--- config.mk ---
export PLATFORM = sky130hd
export DESIGN_NAME = calendar_date_subtractor
export DESIGN_NICKNAME = d
export VERILOG_FILES = /design/src/rtl/core/cds_pkg.sv /design/src/rtl/core/calendar_date_subtractor.sv /design/src/rtl/core/cds_seq.sv
export SDC_FILE = /design/constraint.sdc
export NUM_CORES = 1
export LEC_CHECK = 0
export ABC_AREA = 0
export BUFFER_PORTS_ARGS = -buffer_cell sky130_fd_sc_hd__buf_2
export CORE_UTILIZATION = 60
export DETAILED_ROUTE_END_ITERATION = 12
export GPL_ROUTABILITY_DRIVEN = 0
export PLACE_DENSITY_LB_ADDON = 0.2
export SYNTH_ARGS = -nofsm -noshare
export SYNTH_HDL_FRONTEND = slang
export SYNTH_SLANG_ARGS = --single-unit
--- constraint.sdc ---
create_clock -name clk_i -period 18.15 [get_ports clk_i]
set_input_delay 3.63 -clock clk_i [delete_from_list [all_inputs] [get_ports clk_i]]
set_output_delay 3.63 -clock clk_i [all_outputs]
set_load 0.03 [all_outputs]
--- src/rtl/core/cds_pkg.sv ---
`timescale 1ns / 1ps
// Package for the date subtractor: payload types, microcode table and calendar helpers.
package cds_pkg;

  localparam int YearBits      = 16;
  localparam int CountW        = 16;
  localparam int RemW          = 19;  // holds the count of weeks times seven
  localparam int ScaleW        = 10;
  localparam int ProdW         = 26;  // holds the count times one thousand
  localparam int DiffW         = 28;
  localparam int UpcW          = 4;
  localparam int MonthsPerYear = 12;
  localparam int Fold25Max     = 45;

  localparam logic [YearBits-1:0] YearLowPat = {1'b1, {(YearBits-1){1'b0}}};
  localparam logic [YearBits-1:0] YearOne    = YearBits'(1);
  localparam logic signed [DiffW-1:0] YearMin = -(DiffW'(1) <<< (YearBits-1));

  // Unit codes.
  localparam logic [2:0] OpDays      = 3'd0;
  localparam logic [2:0] OpWeeks     = 3'd1;
  localparam logic [2:0] OpMonths    = 3'd2;
  localparam logic [2:0] OpYears     = 3'd3;
  localparam logic [2:0] OpDecades   = 3'd4;
  localparam logic [2:0] OpCenturies = 3'd5;
  localparam logic [2:0] OpMillennia = 3'd6;

  // Jump conditions of a control word.
  localparam logic [2:0] CondNone     = 3'd0;
  localparam logic [2:0] CondAlways   = 3'd1;
  localparam logic [2:0] CondBad      = 3'd2;
  localparam logic [2:0] CondOpDays   = 3'd3;
  localparam logic [2:0] CondOpMonths = 3'd4;
  localparam logic [2:0] CondOpYears  = 3'd5;
  localparam logic [2:0] CondDayFits  = 3'd6;
  localparam logic [2:0] CondRemZero  = 3'd7;

  // Datapath actions of a control word.
  localparam logic [3:0] ActNone     = 4'd0;
  localparam logic [3:0] ActSetup    = 4'd1;
  localparam logic [3:0] ActDayBack  = 4'd2;
  localparam logic [3:0] ActDayLen   = 4'd3;
  localparam logic [3:0] ActDayFin   = 4'd4;
  localparam logic [3:0] ActMonBack  = 4'd5;
  localparam logic [3:0] ActMonClamp = 4'd6;
  localparam logic [3:0] ActYear     = 4'd7;
  localparam logic [3:0] ActPublish  = 4'd8;

  // Microprogram addresses.
  localparam logic [UpcW-1:0] UpcIdle     = 4'd0;
  localparam logic [UpcW-1:0] UpcCheck    = 4'd1;
  localparam logic [UpcW-1:0] UpcSetup    = 4'd2;
  localparam logic [UpcW-1:0] UpcSelMon   = 4'd3;
  localparam logic [UpcW-1:0] UpcSelYear  = 4'd4;
  localparam logic [UpcW-1:0] UpcNoOp     = 4'd5;
  localparam logic [UpcW-1:0] UpcDayTest  = 4'd6;
  localparam logic [UpcW-1:0] UpcDayBack  = 4'd7;
  localparam logic [UpcW-1:0] UpcDayLen   = 4'd8;
  localparam logic [UpcW-1:0] UpcDayFin   = 4'd9;
  localparam logic [UpcW-1:0] UpcMonTest  = 4'd10;
  localparam logic [UpcW-1:0] UpcMonBack  = 4'd11;
  localparam logic [UpcW-1:0] UpcMonClamp = 4'd12;
  localparam logic [UpcW-1:0] UpcYear     = 4'd13;
  localparam logic [UpcW-1:0] UpcDone     = 4'd14;

  typedef struct packed {
    logic [2:0]                 unit_op;
    logic [CountW-1:0]          step_count;
    logic [4:0]                 in_day;
    logic [3:0]                 in_month;
    logic signed [YearBits-1:0] in_year;
  } cds_req_t;

  typedef struct packed {
    logic [4:0]                 out_day;
    logic [3:0]                 out_month;
    logic signed [YearBits-1:0] out_year;
    logic                       year_wrapped;
    logic                       bad_date;
  } cds_res_t;

  typedef struct packed {
    logic [2:0]      cond;
    logic [3:0]      act;
    logic [UpcW-1:0] target;
  } cds_ucode_t;

  typedef struct packed {
    logic bad;
    logic op_days;
    logic op_months;
    logic op_years;
    logic day_fits;
    logic rem_zero;
  } cds_status_t;

  // When the condition fails, the sequencer falls through to the next address.
  function automatic cds_ucode_t ucode_rom(input logic [UpcW-1:0] addr);
    cds_ucode_t w;
    w = '{CondAlways, ActNone, UpcIdle};
    case (addr)
      UpcCheck:    w = '{CondBad,      ActNone,     UpcDone};
      UpcSetup:    w = '{CondOpDays,   ActSetup,    UpcDayTest};
      UpcSelMon:   w = '{CondOpMonths, ActNone,     UpcMonTest};
      UpcSelYear:  w = '{CondOpYears,  ActNone,     UpcYear};
      UpcNoOp:     w = '{CondAlways,   ActNone,     UpcDone};
      UpcDayTest:  w = '{CondDayFits,  ActNone,     UpcDayFin};
      UpcDayBack:  w = '{CondNone,     ActDayBack,  UpcIdle};
      UpcDayLen:   w = '{CondAlways,   ActDayLen,   UpcDayTest};
      UpcDayFin:   w = '{CondAlways,   ActDayFin,   UpcDone};
      UpcMonTest:  w = '{CondRemZero,  ActNone,     UpcDone};
      UpcMonBack:  w = '{CondNone,     ActMonBack,  UpcIdle};
      UpcMonClamp: w = '{CondAlways,   ActMonClamp, UpcMonTest};
      UpcYear:     w = '{CondAlways,   ActYear,     UpcDone};
      UpcDone:     w = '{CondAlways,   ActPublish,  UpcIdle};
      default:     w = '{CondAlways,   ActNone,     UpcIdle};
    endcase
    return w;
  endfunction

  function automatic logic [ScaleW-1:0] unit_scale(input logic [2:0] op);
    logic [ScaleW-1:0] s;
    case (op)
      OpYears:     s = ScaleW'(1);
      OpDecades:   s = ScaleW'(10);
      OpCenturies: s = ScaleW'(100);
      OpMillennia: s = ScaleW'(1000);
      default:     s = '0;
    endcase
    return s;
  endfunction

  // Since 1024 is -1 modulo 25 and 65536 is 11 modulo 25, the signed year folds
  // into a small positive value with the same residue.
  function automatic logic div_by_25(input logic [YearBits-1:0] y);
    logic [10:0] t;
    logic        hit;
    t = 11'(y[9:0]) + 11'd100 - 11'(y[15:10]) - (y[15] ? 11'd11 : 11'd0);
    hit = 1'b0;
    for (int k = 0; k <= Fold25Max; k++) begin
      if (t == 11'(k * 25)) hit = 1'b1;
    end
    return hit;
  endfunction

  function automatic logic is_leap(input logic [YearBits-1:0] y);
    logic d25;
    d25 = div_by_25(y);
    return ((y[3:0] == 4'd0) && d25) || ((y[1:0] == 2'd0) && !d25);
  endfunction

  function automatic logic [4:0] month_len(input logic [YearBits-1:0] y,
                                           input logic [3:0] m);
    logic [4:0] len;
    case (m)
      4'd2:                     len = is_leap(y) ? 5'd29 : 5'd28;
      4'd4, 4'd6, 4'd9, 4'd11:  len = 5'd30;
      default:                  len = 5'd31;
    endcase
    return len;
  endfunction

endpackage

--- src/rtl/core/calendar_date_subtractor.sv ---
`timescale 1ns / 1ps
// Top level of the date subtractor: datapath driven by the microcode sequencer.
//
//   channel   direction  handshake                 payload
//   request   in         start high, busy low      req_i  (cds_req_t)
//   result    out        res_valid_o, one cycle    res_o  (cds_res_t)
//
// A flagged date goes from the check step straight to the result step, year-type
// units and the unused code pass the setup and unit selection steps, and day, week
// and month units loop over the months crossed, since the sequencer spends three
// steps on each month; the result strobe comes in the cycle after the last step.
// Reset only clears the step counter and the strobe.
// The strobe is not held: it is shown for one cycle, and busy blocks new items.
module calendar_date_subtractor (
  input  logic              clk_i,
  input  logic              rst_ni,
  input  logic              start,
  output logic              busy,
  input  cds_pkg::cds_req_t req_i,
  output logic              res_valid_o,
  output cds_pkg::cds_res_t res_o
);

  localparam int YB = cds_pkg::YearBits;
  localparam int RW = cds_pkg::RemW;
  localparam int PW = cds_pkg::ProdW;
  localparam int DW = cds_pkg::DiffW;

  cds_pkg::cds_ucode_t  cw;
  cds_pkg::cds_status_t status;
  logic                 accept;

  logic [4:0]                 d_q, d_d;
  logic [3:0]                 m_q, m_d;
  logic signed [YB-1:0]       y_q, y_d;
  logic [RW-1:0]              rem_q, rem_d;
  logic [PW-1:0]              prod_q, prod_d;
  logic [2:0]                 op_q, op_d;
  logic [cds_pkg::CountW-1:0] cnt_q, cnt_d;
  logic                       wrap_q, wrap_d;
  cds_pkg::cds_res_t          res_q, res_d;
  logic                       res_valid_q, res_valid_d;

  logic [3:0]           prev_m;
  logic signed [YB-1:0] prev_y;
  logic                 prev_wrap;
  logic [4:0]           cur_len;
  logic signed [DW-1:0] year_diff;

  cds_seq u_seq (
    .clk_i    (clk_i),
    .rst_ni   (rst_ni),
    .go_i     (accept),
    .status_i (status),
    .ucode_o  (cw),
    .busy_o   (busy)
  );

  assign accept = start && !busy;

  always_comb begin
    status.bad       = (m_q == 4'd0) || (m_q > 4'(cds_pkg::MonthsPerYear)) || (d_q == 5'd0);
    status.op_days   = (op_q == cds_pkg::OpDays) || (op_q == cds_pkg::OpWeeks);
    status.op_months = (op_q == cds_pkg::OpMonths);
    status.op_years  = (op_q == cds_pkg::OpYears) || (op_q == cds_pkg::OpDecades) ||
                       (op_q == cds_pkg::OpCenturies) || (op_q == cds_pkg::OpMillennia);
    status.day_fits  = (RW'(d_q) > rem_q);
    status.rem_zero  = (rem_q == '0);
  end

  // Going back from January lands on December of the previous year.
  always_comb begin
    if (m_q == 4'd1) begin
      prev_m    = 4'(cds_pkg::MonthsPerYear);
      prev_y    = y_q - cds_pkg::YearOne;
      prev_wrap = (y_q == cds_pkg::YearLowPat);
    end else begin
      prev_m    = m_q - 4'd1;
      prev_y    = y_q;
      prev_wrap = 1'b0;
    end
  end

  assign cur_len   = cds_pkg::month_len(y_q, m_q);
  assign year_diff = $signed(DW'(y_q)) - $signed(DW'(prod_q));

  always_comb begin
    d_d         = d_q;
    m_d         = m_q;
    y_d         = y_q;
    rem_d       = rem_q;
    prod_d      = prod_q;
    op_d        = op_q;
    cnt_d       = cnt_q;
    wrap_d      = wrap_q;
    res_d       = res_q;
    res_valid_d = 1'b0;

    if (accept) begin
      d_d    = req_i.in_day;
      m_d    = req_i.in_month;
      y_d    = req_i.in_year;
      op_d   = req_i.unit_op;
      cnt_d  = req_i.step_count;
      wrap_d = 1'b0;
    end

    case (cw.act)
      cds_pkg::ActSetup: begin
        rem_d  = (op_q == cds_pkg::OpWeeks) ? (RW'(cnt_q) << 3) - RW'(cnt_q) : RW'(cnt_q);
        prod_d = PW'(cnt_q) * PW'(cds_pkg::unit_scale(op_q));
      end
      cds_pkg::ActDayBack: begin
        rem_d  = rem_q - RW'(d_q);
        m_d    = prev_m;
        y_d    = prev_y;
        wrap_d = wrap_q | prev_wrap;
      end
      cds_pkg::ActDayLen: begin
        d_d = cur_len;
      end
      cds_pkg::ActDayFin: begin
        d_d = d_q - rem_q[4:0];
      end
      cds_pkg::ActMonBack: begin
        rem_d  = rem_q - RW'(1);
        m_d    = prev_m;
        y_d    = prev_y;
        wrap_d = wrap_q | prev_wrap;
      end
      cds_pkg::ActMonClamp: begin
        if (d_q > cur_len) d_d = cur_len;
      end
      cds_pkg::ActYear: begin
        y_d = year_diff[YB-1:0];
        if (year_diff < cds_pkg::YearMin) wrap_d = 1'b1;
      end
      cds_pkg::ActPublish: begin
        res_d.out_day      = d_q;
        res_d.out_month    = m_q;
        res_d.out_year     = y_q;
        res_d.year_wrapped = wrap_q;
        res_d.bad_date     = status.bad;
        res_valid_d        = 1'b1;
      end
      default: ;
    endcase
  end

  always_ff @(posedge clk_i or negedge rst_ni) begin
    if (!rst_ni) begin
      res_valid_q <= 1'b0;
    end else begin
      res_valid_q <= res_valid_d;
    end
  end

  always_ff @(posedge clk_i) begin
    d_q    <= d_d;
    m_q    <= m_d;
    y_q    <= y_d;
    rem_q  <= rem_d;
    prod_q <= prod_d;
    op_q   <= op_d;
    cnt_q  <= cnt_d;
    wrap_q <= wrap_d;
    res_q  <= res_d;
  end

  assign res_valid_o = res_valid_q;
  assign res_o       = res_q;

endmodule

--- src/rtl/core/cds_seq.sv ---
`timescale 1ns / 1ps
// Microcode sequencer of the date subtractor: step counter, control table and jumps.
module cds_seq (
  input  logic                     clk_i,
  input  logic                     rst_ni,
  input  logic                     go_i,
  input  cds_pkg::cds_status_t     status_i,
  output cds_pkg::cds_ucode_t      ucode_o,
  output logic                     busy_o
);

  logic [cds_pkg::UpcW-1:0] upc_q, upc_d;
  cds_pkg::cds_ucode_t      cw;
  logic                     hit;

  assign cw = cds_pkg::ucode_rom(upc_q);

  always_comb begin
    case (cw.cond)
      cds_pkg::CondNone:     hit = 1'b0;
      cds_pkg::CondAlways:   hit = 1'b1;
      cds_pkg::CondBad:      hit = status_i.bad;
      cds_pkg::CondOpDays:   hit = status_i.op_days;
      cds_pkg::CondOpMonths: hit = status_i.op_months;
      cds_pkg::CondOpYears:  hit = status_i.op_years;
      cds_pkg::CondDayFits:  hit = status_i.day_fits;
      cds_pkg::CondRemZero:  hit = status_i.rem_zero;
      default:               hit = 1'b0;
    endcase
  end

  always_comb begin
    if (upc_q == cds_pkg::UpcIdle) begin
      upc_d = go_i ? cds_pkg::UpcCheck : cds_pkg::UpcIdle;
    end else if (hit) begin
      upc_d = cw.target;
    end else begin
      upc_d = upc_q + cds_pkg::UpcW'(1);
    end
  end

  always_ff @(posedge clk_i or negedge rst_ni) begin
    if (!rst_ni) begin
      upc_q <= cds_pkg::UpcIdle;
    end else begin
      upc_q <= upc_d;
    end
  end

  assign ucode_o = cw;
  assign busy_o  = (upc_q != cds_pkg::UpcIdle);

endmodule

==> impl_results.md, run 1 <==
- Final period util: 35.0%
- CP max stage delay: 540 ps
- Final setup margin: 11790 ps
- Synth top cells by count: inv_1, ha_1, nand2_1
- CTS Hold Bufs: 0
- Root buffer cell: clkbuf_16
- Post-route setup TNS: 0 ps
- Starting Density: 61.9%
- Top cell by count, worst path: fa_1
- CTS tree: done
- First-pass GRT wire length: 58600 um
- Syn avg cell area: 9.08 um2
- Total CTS buffers: 17
- Clk buf depth: 2
- Async SR Flop Fraction: 4.10%
- Vias in the first global route: 12100
- Die X: 158 um
- Clock latency on the worst-skew pair: 430 ps
- Maxcap violations: 0
- Via Count: 12400
- Router iterations before antenna repair: 8
- Clock Pin Slew Worst Setup and Hold Paths: 60 ps
- Starting DRT DRC Count: 1241
- Largest net degree at the start of global routing: 44
- Cell taking the most area after synthesis: edfxtp_1
- Cell area after synthesis: 14700 um2
- Synth Instances: 1615
- F_max: 157 MHz
- Worst hold path class: register to register
- R2r worst-path depth: 21
- Top FF cell, synth: edfxtp_1
- Top cells by area, synth: edfxtp_1, fa_1, ha_1
- Final setup violation count: 0
- Final Net Count: 1971
- Slew margin rel.: 23.3%
- DP Cell Count: 1966
- IO Pins: 76
- Net Count, Synth: 1920
- Postcts setup bufs: 0
- WS Path Type: register to register
- Total Routed Length: 35400 um
- CTS Sinks: 122
- Vias per cell: 6.22
- Chip height: 158 um
- Worst setup SP type: register
- EDFF count, synth: 111
- Seq cells post-synth: 122
- Final Non-Filler Cells: 1998
- WHS Path Cells: 0
- Sequential area share after synthesis: 24.4%
- CTS resizes: 0
- Total Routing Usage GR: 29.6%
- Post-synth top area share: 22.7%
- Antenna violation net count after detailed routing: 0
- H-Tree Depth: 4
- Core outline area: 23700 um2
- Area Growth Syn to Fin: 8.12%
- Post-synthesis cell type count: 97
- Crit path time final: 6360 ps
- Wire per inst: 17.7 um
- Layout cells sized above 1: 9.53%
- Worst slew pin tran: 1150 ps
- Total grt overflow: 0
- # DRC: 0
- Most frequent cell after synthesis: inv_1
- Outcome: completed
- Max Clock Skew: 12.0 ps
- Initial antenna violation count: 0
- Die ar.: 25100 um2
- Worst setup EP type: register
- Rows: 56
- Hpwl dp: 27700 um
- Worst-path maximum fanout: 31
- Fin. Hold Viols: 0
- CP cell instances: nor2b_1 > buf_4 > nand2_1 > or2_2 > fa_1 > inv_1 > fa_1 > inv_1 > fa_1 > fa_1 > inv_1 > fa_1 > ha_1 > a21o_1 > a21oi_1 > o21ai_0 > a211oi_1 > o21ai_0 > a21oi_1 > mux2i_1 > nand3_1
- Unrepaired setup endpoints after global routing: false
- CP required: 18320 ps
- CP arrival: 6530 ps
- Ant diodes: 0
- Pre-CTS setup slack: 11910 ps
- Buffers added on ports: 75
- YS warnings: 0
- Final Max Tran Viols: 0
- CP max stage cell: fa_1
## registers in the layout (all words and copies together) (netlist names)
register	flops
u_seq.upc_q	4
m_q	4
cnt_q	16
rem_q	19
op_q	3
y_q	16
res_valid_o	1
wrap_q	1
prod_q	26
d_q	5
res_o	27
## worst max-delay path: cells and delay by family (launching register included)
family | cells | cell delay (ps)
adders and majority gates | 6 | 2750
DFF | 1 | 450
AOI/OAI and AO/OA | 6 | 1500
muxes | 1 | 220
and+or+nand+nor | 4 | 740
buffers and inverters | 4 | 450
## cells in the final DEF (no fill, tap or decap), drive strengths merged, types with 14 or more instances in the layout
cell type and n:
clkbuf 24, nor3 48, a22oi 14, and2 25
a211oi 16, xor2 26, o21ai 76, nor2 105
nand3 35, nand2 126, fa 103, a21o 27
or3 16, a31oi 15, ha 155, a2111oi 15
and3 24, o21bai 15, nor4 17, a21oi 79
or2 23, inv 206, o211ai 17, nand2b 25
buf 83, xnor2 56, edfxtp 111, o221ai 17
## cell families after synthesis
family,share of synthesized area [%]
compound gates,17.7
mux,0.555
flops,24.4
xor+xnor,4.95
simple gates,18.3
buf+inv,6.78
fa+ha+maj,27.3
## routing by layer
metal | track usage (%) | up-vias | wire [um]
li1 | - | 5898 | -
met1 | 37.7 | 5994 | 15200
met2 | 50.9 | 456 | 17200
met3 | 4.52 | 86 | 2050
met4 | 10.9 | 0 | 972
met5 | 0 | - | 0
## metrics by stage
step / utilization, % / instance area, um2 / hold WS (ps)
after floorplan: - / 14700 / 408
after global placement: 64.5 / 15300 / 415
after detailed placement: 64.5 / 15300 / 422
after CTS: 66.9 / 15800 / 440
after global routing: 66.9 / 15800 / 461
final: 66.9 / 15800 / 439
## layout make-up
class | count | area (um2)
clock buffer | 24 | 493
tap | 319 | 399
multi-input combinational | 1235 | 10100
inverter | 207 | 777
sequential | 122 | 3580
clock inverter | 8 | 71.3
timing repair buffer | 83 | 435
fill | 1932 | 7840
## worst paths after layout
kind / from / endpoint / slack, ps
max: op_q[2] / prod_q[19] / 11790
min: d_q[4] / res_o[26] / 440
max reg2reg: op_q[2] / prod_q[19] / 11790
min reg2reg: d_q[4] / res_o[26] / 440
max in group asynchronous: rst_ni / u_seq.upc_q[3] / 15020
min in group asynchronous: rst_ni / u_seq.upc_q[1] / 3010
Power of run 1 is not shown: default switching activity piles up to over one toggle a cycle in this logic, so the estimate is an artifact.
==> inputs of run 2 (changes only) <==
--- a/config.mk
+++ b/config.mk
@@ -7,7 +7,7 @@
 export LEC_CHECK = 0
 export ABC_AREA = 0
 export BUFFER_PORTS_ARGS = -buffer_cell sky130_fd_sc_hd__buf_2
-export CORE_UTILIZATION = 60
+export CORE_UTILIZATION = 58
 export DETAILED_ROUTE_END_ITERATION = 12
 export GPL_ROUTABILITY_DRIVEN = 0
 export PLACE_DENSITY_LB_ADDON = 0.2
==> constraint.sdc (replaced) <==
create_clock -name clk_i -period 5.7 [get_ports clk_i]
set_input_delay 1.14 -clock clk_i [delete_from_list [all_inputs] [get_ports clk_i]]
set_output_delay 1.14 -clock clk_i [all_outputs]
set_load 0.03 [all_outputs]
==> impl_results.md, run 2 (synthesized netlist as in run 1, its figures left out) <==
- Outcome: completed (unchanged)
- Buffers added on ports: 75 (unchanged)
- Worst Hold End: res_o[26] (unchanged)
- CP required: 5850 ps (was 18320 ps)
- Crit path time final: 5610 ps (was 6360 ps)
- WHS Path Cells: 0 (unchanged)
- Final Max Tran Viols: 0 (unchanged)
- Min-delay src: d_q[4] (unchanged)
- Final setup violation count: 0 (unchanged)
- # DRC: 0 (unchanged)
- Largest net degree at the start of global routing: 38 (was 44)
- Hpwl dp: 29000 um (was 27700 um)
- Commonest non-fill, non-tap cell in the layout: inv_1 (unchanged)
- Pre-CTS setup slack: -64.6 ps (was 11910 ps)
- CTS Sinks: 122 (unchanged)
- Vias per cell: 6.07 (was 6.22)
- Total Routing Usage GR: 29.1% (was 29.6%)
- Grt met2 use: 49.0% (was 50.9%)
- Reg-to-reg endpoint: prod_q[24] (was prod_q[19])
- Post-Place Cell Area: 15800 um2 (was 15300 um2)
- Starting DRT DRC Count: 1315 (was 1241)
- Met1 Use GR: 38.4% (was 37.7%)
- Layout fillers: 1934 (was 1932)
- Fin. Hold Viols: 0 (unchanged)
- Area Growth Syn to Fin: 13.8% (was 8.12%)
- Slew margin rel.: 23.8% (was 23.3%)
- Final Non-Filler Cells: 2081 (was 1998)
- DP Cell Count: 2042 (was 1966)
- Ant diodes: 0 (unchanged)
- Total grt overflow: 0 (unchanged)
- Worst slew pin tran: 1140 ps (was 1150 ps)
- Unrepaired setup endpoints after global routing: true (was false)
- Die ar.: 25900 um2 (was 25100 um2)
- Total CTS buffers: 17 (unchanged)
- Initial antenna violation count: 0 (unchanged)
- Worst setup EP type: register (unchanged)
- Chip height: 161 um (was 158 um)
- F_max: 178 MHz (was 157 MHz)
- H-Tree Depth: 4 (unchanged)
- WS Path Type: register to register (unchanged)
- First-pass GRT wire length: 60200 um (was 58600 um)
- Final setup margin: 94.8 ps (was 11790 ps)
- Multi-input combinational cell area: 10300 um2 (was 10100 um2)
- Clock latency on the worst-skew pair: 430 ps (about the same)
- Worst setup SP type: register (unchanged)
- Router iterations before antenna repair: 7 (was 8)
- R2r worst-path depth: 20 (was 21)
- Max reg flops: 27 (unchanged)
- R2R Path Start: op_q[0] (was op_q[2])
- Max Clock Skew: 14.7 ps (was 12.0 ps)
- GRT Max-Usage Layer: met2 (unchanged)
- Most frequent cells in the layout: inv_1, ha_1, nand2_1, edfxtp_1, nor2_1 (was inv_1, ha_1, nand2_1, edfxtp_1)
- Maxcap violations: 0 (unchanged)
- CTS tree: done (unchanged)
- Wire per inst: 17.7 um (about the same)
- Vias in the first global route: 12300 (was 12100)
- Flop-to-flop setup slack: 90 ps (was 11790 ps)
- Clock Pin Slew Worst Setup and Hold Paths: 60 ps (about the same)
- Met3 Resource Use GR: 3.59% (was 4.52%)
- Worst-path maximum fanout: 10 (was 31)
- Rows: 57 (was 56)
- CTS Hold Bufs: 0 (unchanged)
- Layout cells sized above 1: 16.1% (was 9.53%)
- Worst hold path class: register to register (unchanged)
- Final period util: 98.3% (was 35.0%)
- Reg area: 3580 um2 (unchanged)
- Starting Density: 59.7% (was 61.9%)
- Worst hold slack: 456 ps (was 439 ps)
- Core outline area: 24500 um2 (was 23700 um2)
- Design area: 16700 um2 (was 15800 um2)
- Via Count: 12600 (was 12400)
- Final Net Count: 2049 (was 1971)
- Die X: 161 um (was 158 um)
- Root buffer cell: clkbuf_16 (unchanged)
- Clk buf depth: 2 (unchanged)
- IO Pins: 76 (unchanged)
- Antenna violation net count after detailed routing: 0 (unchanged)
- Total Routed Length: 36900 um (was 35400 um)
- CP arrival: 5760 ps (was 6530 ps)
[run 2: cell types whose count changed in the layout (fill, tap and decap cells not counted), moves of 6 or more]
cell / before / now
o21ai_1: 16 / 23
and3_2: 0 / 6
buf_4: 8 / 81
o21ai_0: 60 / 53
ha_1: 155 / 148
and3_1: 24 / 14
[run 2: area by class of cell]
| type | count | share of cell area (%) |
|---|---|---|
| multi-input combinational | 1235 | 61.8 |
| timing repair buffer | 161 | 6.28 |
| inverter | 207 | 4.66 |
| clock buffer | 23 | 3.00 |
| clock inverter | 9 | 0.367 |
| tap | 324 | 2.43 |
| sequential | 122 | 21.4 |
[run 2: what timing repair did]
action / in CTS / in global routing
setup buffers: 2 / 5
resized for setup: 19 / 46
pin swaps: 13 / 25
endpoints found under the setup margin: 2 / 14
[run 2: through the flow]
step | TNS (ps) | utilization (%)
2_1_floorplan | 0 | -
3_3_place_gp | 0 | 64.6
3_5_place_dp | -83.4 | 64.6
4_1_cts | 0 | 67.2
5_1_grt | -229 | 68.0
6_report | 0 | 68.0
[run 2: worst max-delay path: stages, from the launching register on]
cell      delay (ps)
edfxtp_1         440
nor2b_4          180
buf_6            150
nand2_1           70
or2_2            280
fa_1             490
inv_1             60
fa_1             500
inv_1             50
fa_2             510
inv_1             40
fa_1             480
fa_2             480
ha_2             210
a21o_1           220
a21oi_4          210
nor3b_4          220
a21oi_2           90
a41o_1           260
o41ai_2          260
xnor2_1          120
[run 2: how the worst max path moves through the flow]
stage / start / to / depth (start not counted)
floorplan: op_q[1] / prod_q[19] / 18
global placement: op_q[2] / prod_q[19] / 19
detailed placement: op_q[0] / prod_q[24] / 20
CTS: op_q[0] / prod_q[24] / 20
global route: op_q[0] / prod_q[25] / 21
finish: op_q[0] / prod_q[24] / 20
[run 2: layer usage]
metal | wire length [um] | vias up
met5 | 0 | -
met4 | 1070 | 0
met3 | 2060 | 99
met2 | 17900 | 449
met1 | 15800 | 6060
li1 | - | 6030
Power of run 2 is left out for the same reason.
==> inputs of run 3 (changes only) <==
--- a/config.mk
+++ b/config.mk
@@ -10,7 +10,7 @@
 export CORE_UTILIZATION = 58
 export DETAILED_ROUTE_END_ITERATION = 12
 export GPL_ROUTABILITY_DRIVEN = 0
-export PLACE_DENSITY_LB_ADDON = 0.2
+export PLACE_DENSITY = 0.79
 export SYNTH_ARGS = -nofsm -noshare
 export SYNTH_HDL_FRONTEND = slang
 export SYNTH_SLANG_ARGS = --single-unit
==> impl_results.md, run 3 (synthesized netlist as in run 1, its figures left out) <==
- Crit path time final: 5760 ps (was 5610 ps)
- Total CTS buffers: 17 (unchanged)
- Via Count: 13200 (was 12600)
- Slew margin rel.: 25.8% (was 23.8%)
- Max reg flops: 27 (unchanged)
- CTS tree: done (unchanged)
- Worst-path maximum fanout: 11 (was 10)
- Final setup violation count: 1 (was 0)
- Starting DRT DRC Count: 1518 (was 1315)
- Fin. Hold Viols: 0 (unchanged)
- CP cell instances: buf_6 > buf_4 > and3_4 > fa_1 > inv_1 > fa_1 > inv_1 > fa_1 > fa_1 > fa_1 > ha_4 > a21o_1 > a21oi_4 > o21ai_4 > a21oi_4 > a21oi_2 > a41o_1 > o41ai_2 > xnor2_1 (was nor2b_4 > buf_6 > nand2_1 > or2_2 > fa_1 > inv_1 > fa_1 > inv_1 > fa_2 > inv_1 > fa_1 > fa_2 > ha_2 > a21o_1 > a21oi_4 > nor3b_4 > a21oi_2 > a41o_1 > o41ai_2 > xnor2_1)
- Total Routed Length: 40100 um (was 36900 um)
- Top cell by count, worst path: fa_1
- Worst hold path class: register to register (unchanged)
- Worst setup EP type: register (unchanged)
- Antenna violation net count after detailed routing: 0 (unchanged)
- Post-route setup TNS: -59.1 ps (was 0 ps)
- Starting Density: 59.7% (unchanged)
- Reg area: 3580 um2 (unchanged)
- Multi-input combinational cell area: 10500 um2 (was 10300 um2)
- Ant diodes: 0 (unchanged)
- Total Routing Usage GR: 29.8% (was 29.1%)
- Final setup margin: -59.1 ps (was 94.8 ps)
- Max Clock Skew: 19.6 ps (was 14.7 ps)
- Worst slew pin tran: 1110 ps (was 1140 ps)
- F_max: 174 MHz (was 178 MHz)
- Maxcap violations: 0 (unchanged)
- Layout cells sized above 1: 18.3% (was 16.1%)
- Failing checks: negative setup slack
- Area Growth Syn to Fin: 16.3% (was 13.8%)
- Hpwl dp: 29100 um (was 29000 um)
- CTS Sinks: 122 (unchanged)
- Final period util: 101% (was 98.3%)
- Total grt overflow: 0 (unchanged)
- CTS Hold Bufs: 0 (unchanged)
- Die X: 161 um (unchanged)
- Clock Pin Slew Worst Setup and Hold Paths: 70 ps (was 60 ps)
- Rows: 57 (unchanged)
- Outcome: finished with violations (was completed)
- Most frequent cells in the layout: inv_1, ha_1, nand2_1, edfxtp_1, nor2_1 (unchanged)
- CP max stage delay: 570 ps (was 510 ps)
- Pre-CTS setup slack: -79.1 ps (was -64.6 ps)
- Final Net Count: 2059 (was 2049)
- First-pass GRT wire length: 62100 um (was 60200 um)
- Chip height: 161 um (unchanged)
- Buffers added on ports: 75 (unchanged)
- Vias in the first global route: 12700 (was 12300)
- Unrepaired setup endpoints after global routing: true (unchanged)
- Core outline area: 24500 um2 (unchanged)
- Vias per cell: 6.31 (was 6.07)
- CP arrival: 5940 ps (was 5760 ps)
- Final Max Tran Viols: 0 (unchanged)
- Root buffer cell: clkbuf_16 (unchanged)
- Worst setup SP type: register (unchanged)
- Layout fillers: 1804 (was 1934)
- Largest net degree at the start of global routing: 38 (unchanged)
- H-Tree Depth: 4 (unchanged)
- Clock latency on the worst-skew pair: 440 ps (was 430 ps)
- CP required: 5880 ps (was 5850 ps)
- Initial antenna violation count: 0 (unchanged)
- # DRC: 0 (unchanged)
- CP max stage cell: fa_1 (was fa_2)
- Commonest non-fill, non-tap cell in the layout: inv_1 (unchanged)
- Die ar.: 25900 um2 (unchanged)
- Clk buf depth: 2 (unchanged)
- Router iterations before antenna repair: 7 (unchanged)
- Wire per inst: 19.2 um (was 17.7 um)
- IO Pins: 76 (unchanged)
- WS Path Type: register to register (unchanged)
==> run 3: cell count changes in the layout (fill, tap and decap cells not counted), sizes merged <==
cell,change
inv,+1
bufinv,+4
clkinv,-2
clkbuf,-2
buf,+8
clkinvlp,+1
==> run 3: cell type report <==
cell class,count,area share (%)
multi-input cells,1235,61.7
flip-flops and latches,122,21.0
repair buffers,171,6.62
inverters,207,4.56
clock buffers,19,2.60
well taps,324,2.38
clock inverters,13,1.12
==> run 3: path summary, 6_finish.rpt <==
check	startpoint	end	slack, ps	depth (start not counted)
worst max-delay path	op_q[1]	prod_q[24]	-60	19
worst min-delay path	d_q[4]	res_o[26]	440	0
worst max register to register	op_q[1]	prod_q[24]	-60	19
worst min register to register	d_q[4]	res_o[26]	440	0
max in group asynchronous	rst_ni	u_seq.upc_q[1]	5070	1
min in group asynchronous	rst_ni	u_seq.upc_q[0]	500	1
==> run 3: worst max-delay path, delay by kind of cell (launching register included) <==
kind / cells / cell delay [ps]
adders and majority gates: 6 / 2800
AOI/OAI and AO/OA: 7 / 1340
DFF: 1 / 530
buffers and inverters: 4 / 510
and+or+nand+nor: 1 / 180
xor gates and xnor gates: 1 / 120
==> run 3: metal layers <==
| metal | vias up | global-route usage (%) | wire length [um] |
|---|---|---|---|
| li1 | 6058 | - | - |
| met2 | 627 | 52.4 | 20100 |
| met4 | 0 | 10.2 | 1410 |
| met5 | - | 0 | 0 |
| met1 | 6401 | 37.7 | 15900 |
| met3 | 114 | 3.69 | 2620 |
==> run 3: per-stage QoR <==
step	hold WS, ps	instances	area [um2]	utilization, %
finish	436	2091	17000	69.5
global route	453	2091	17000	69.5
CTS	440	2075	16500	67.2
detailed placement	423	2043	15800	64.6
global placement	418	2043	15800	64.6
floorplan	408	1615	14700	-
==> run 3: what timing repair did <==
action                                  4_1_cts  5_1_grt
resized for setup                             7      109
pin swaps                                     0       58
cloned                                        0        0
endpoints found under the setup margin        4       16
buffers inserted                              0       16
Power of run 3 is left out for the same reason.
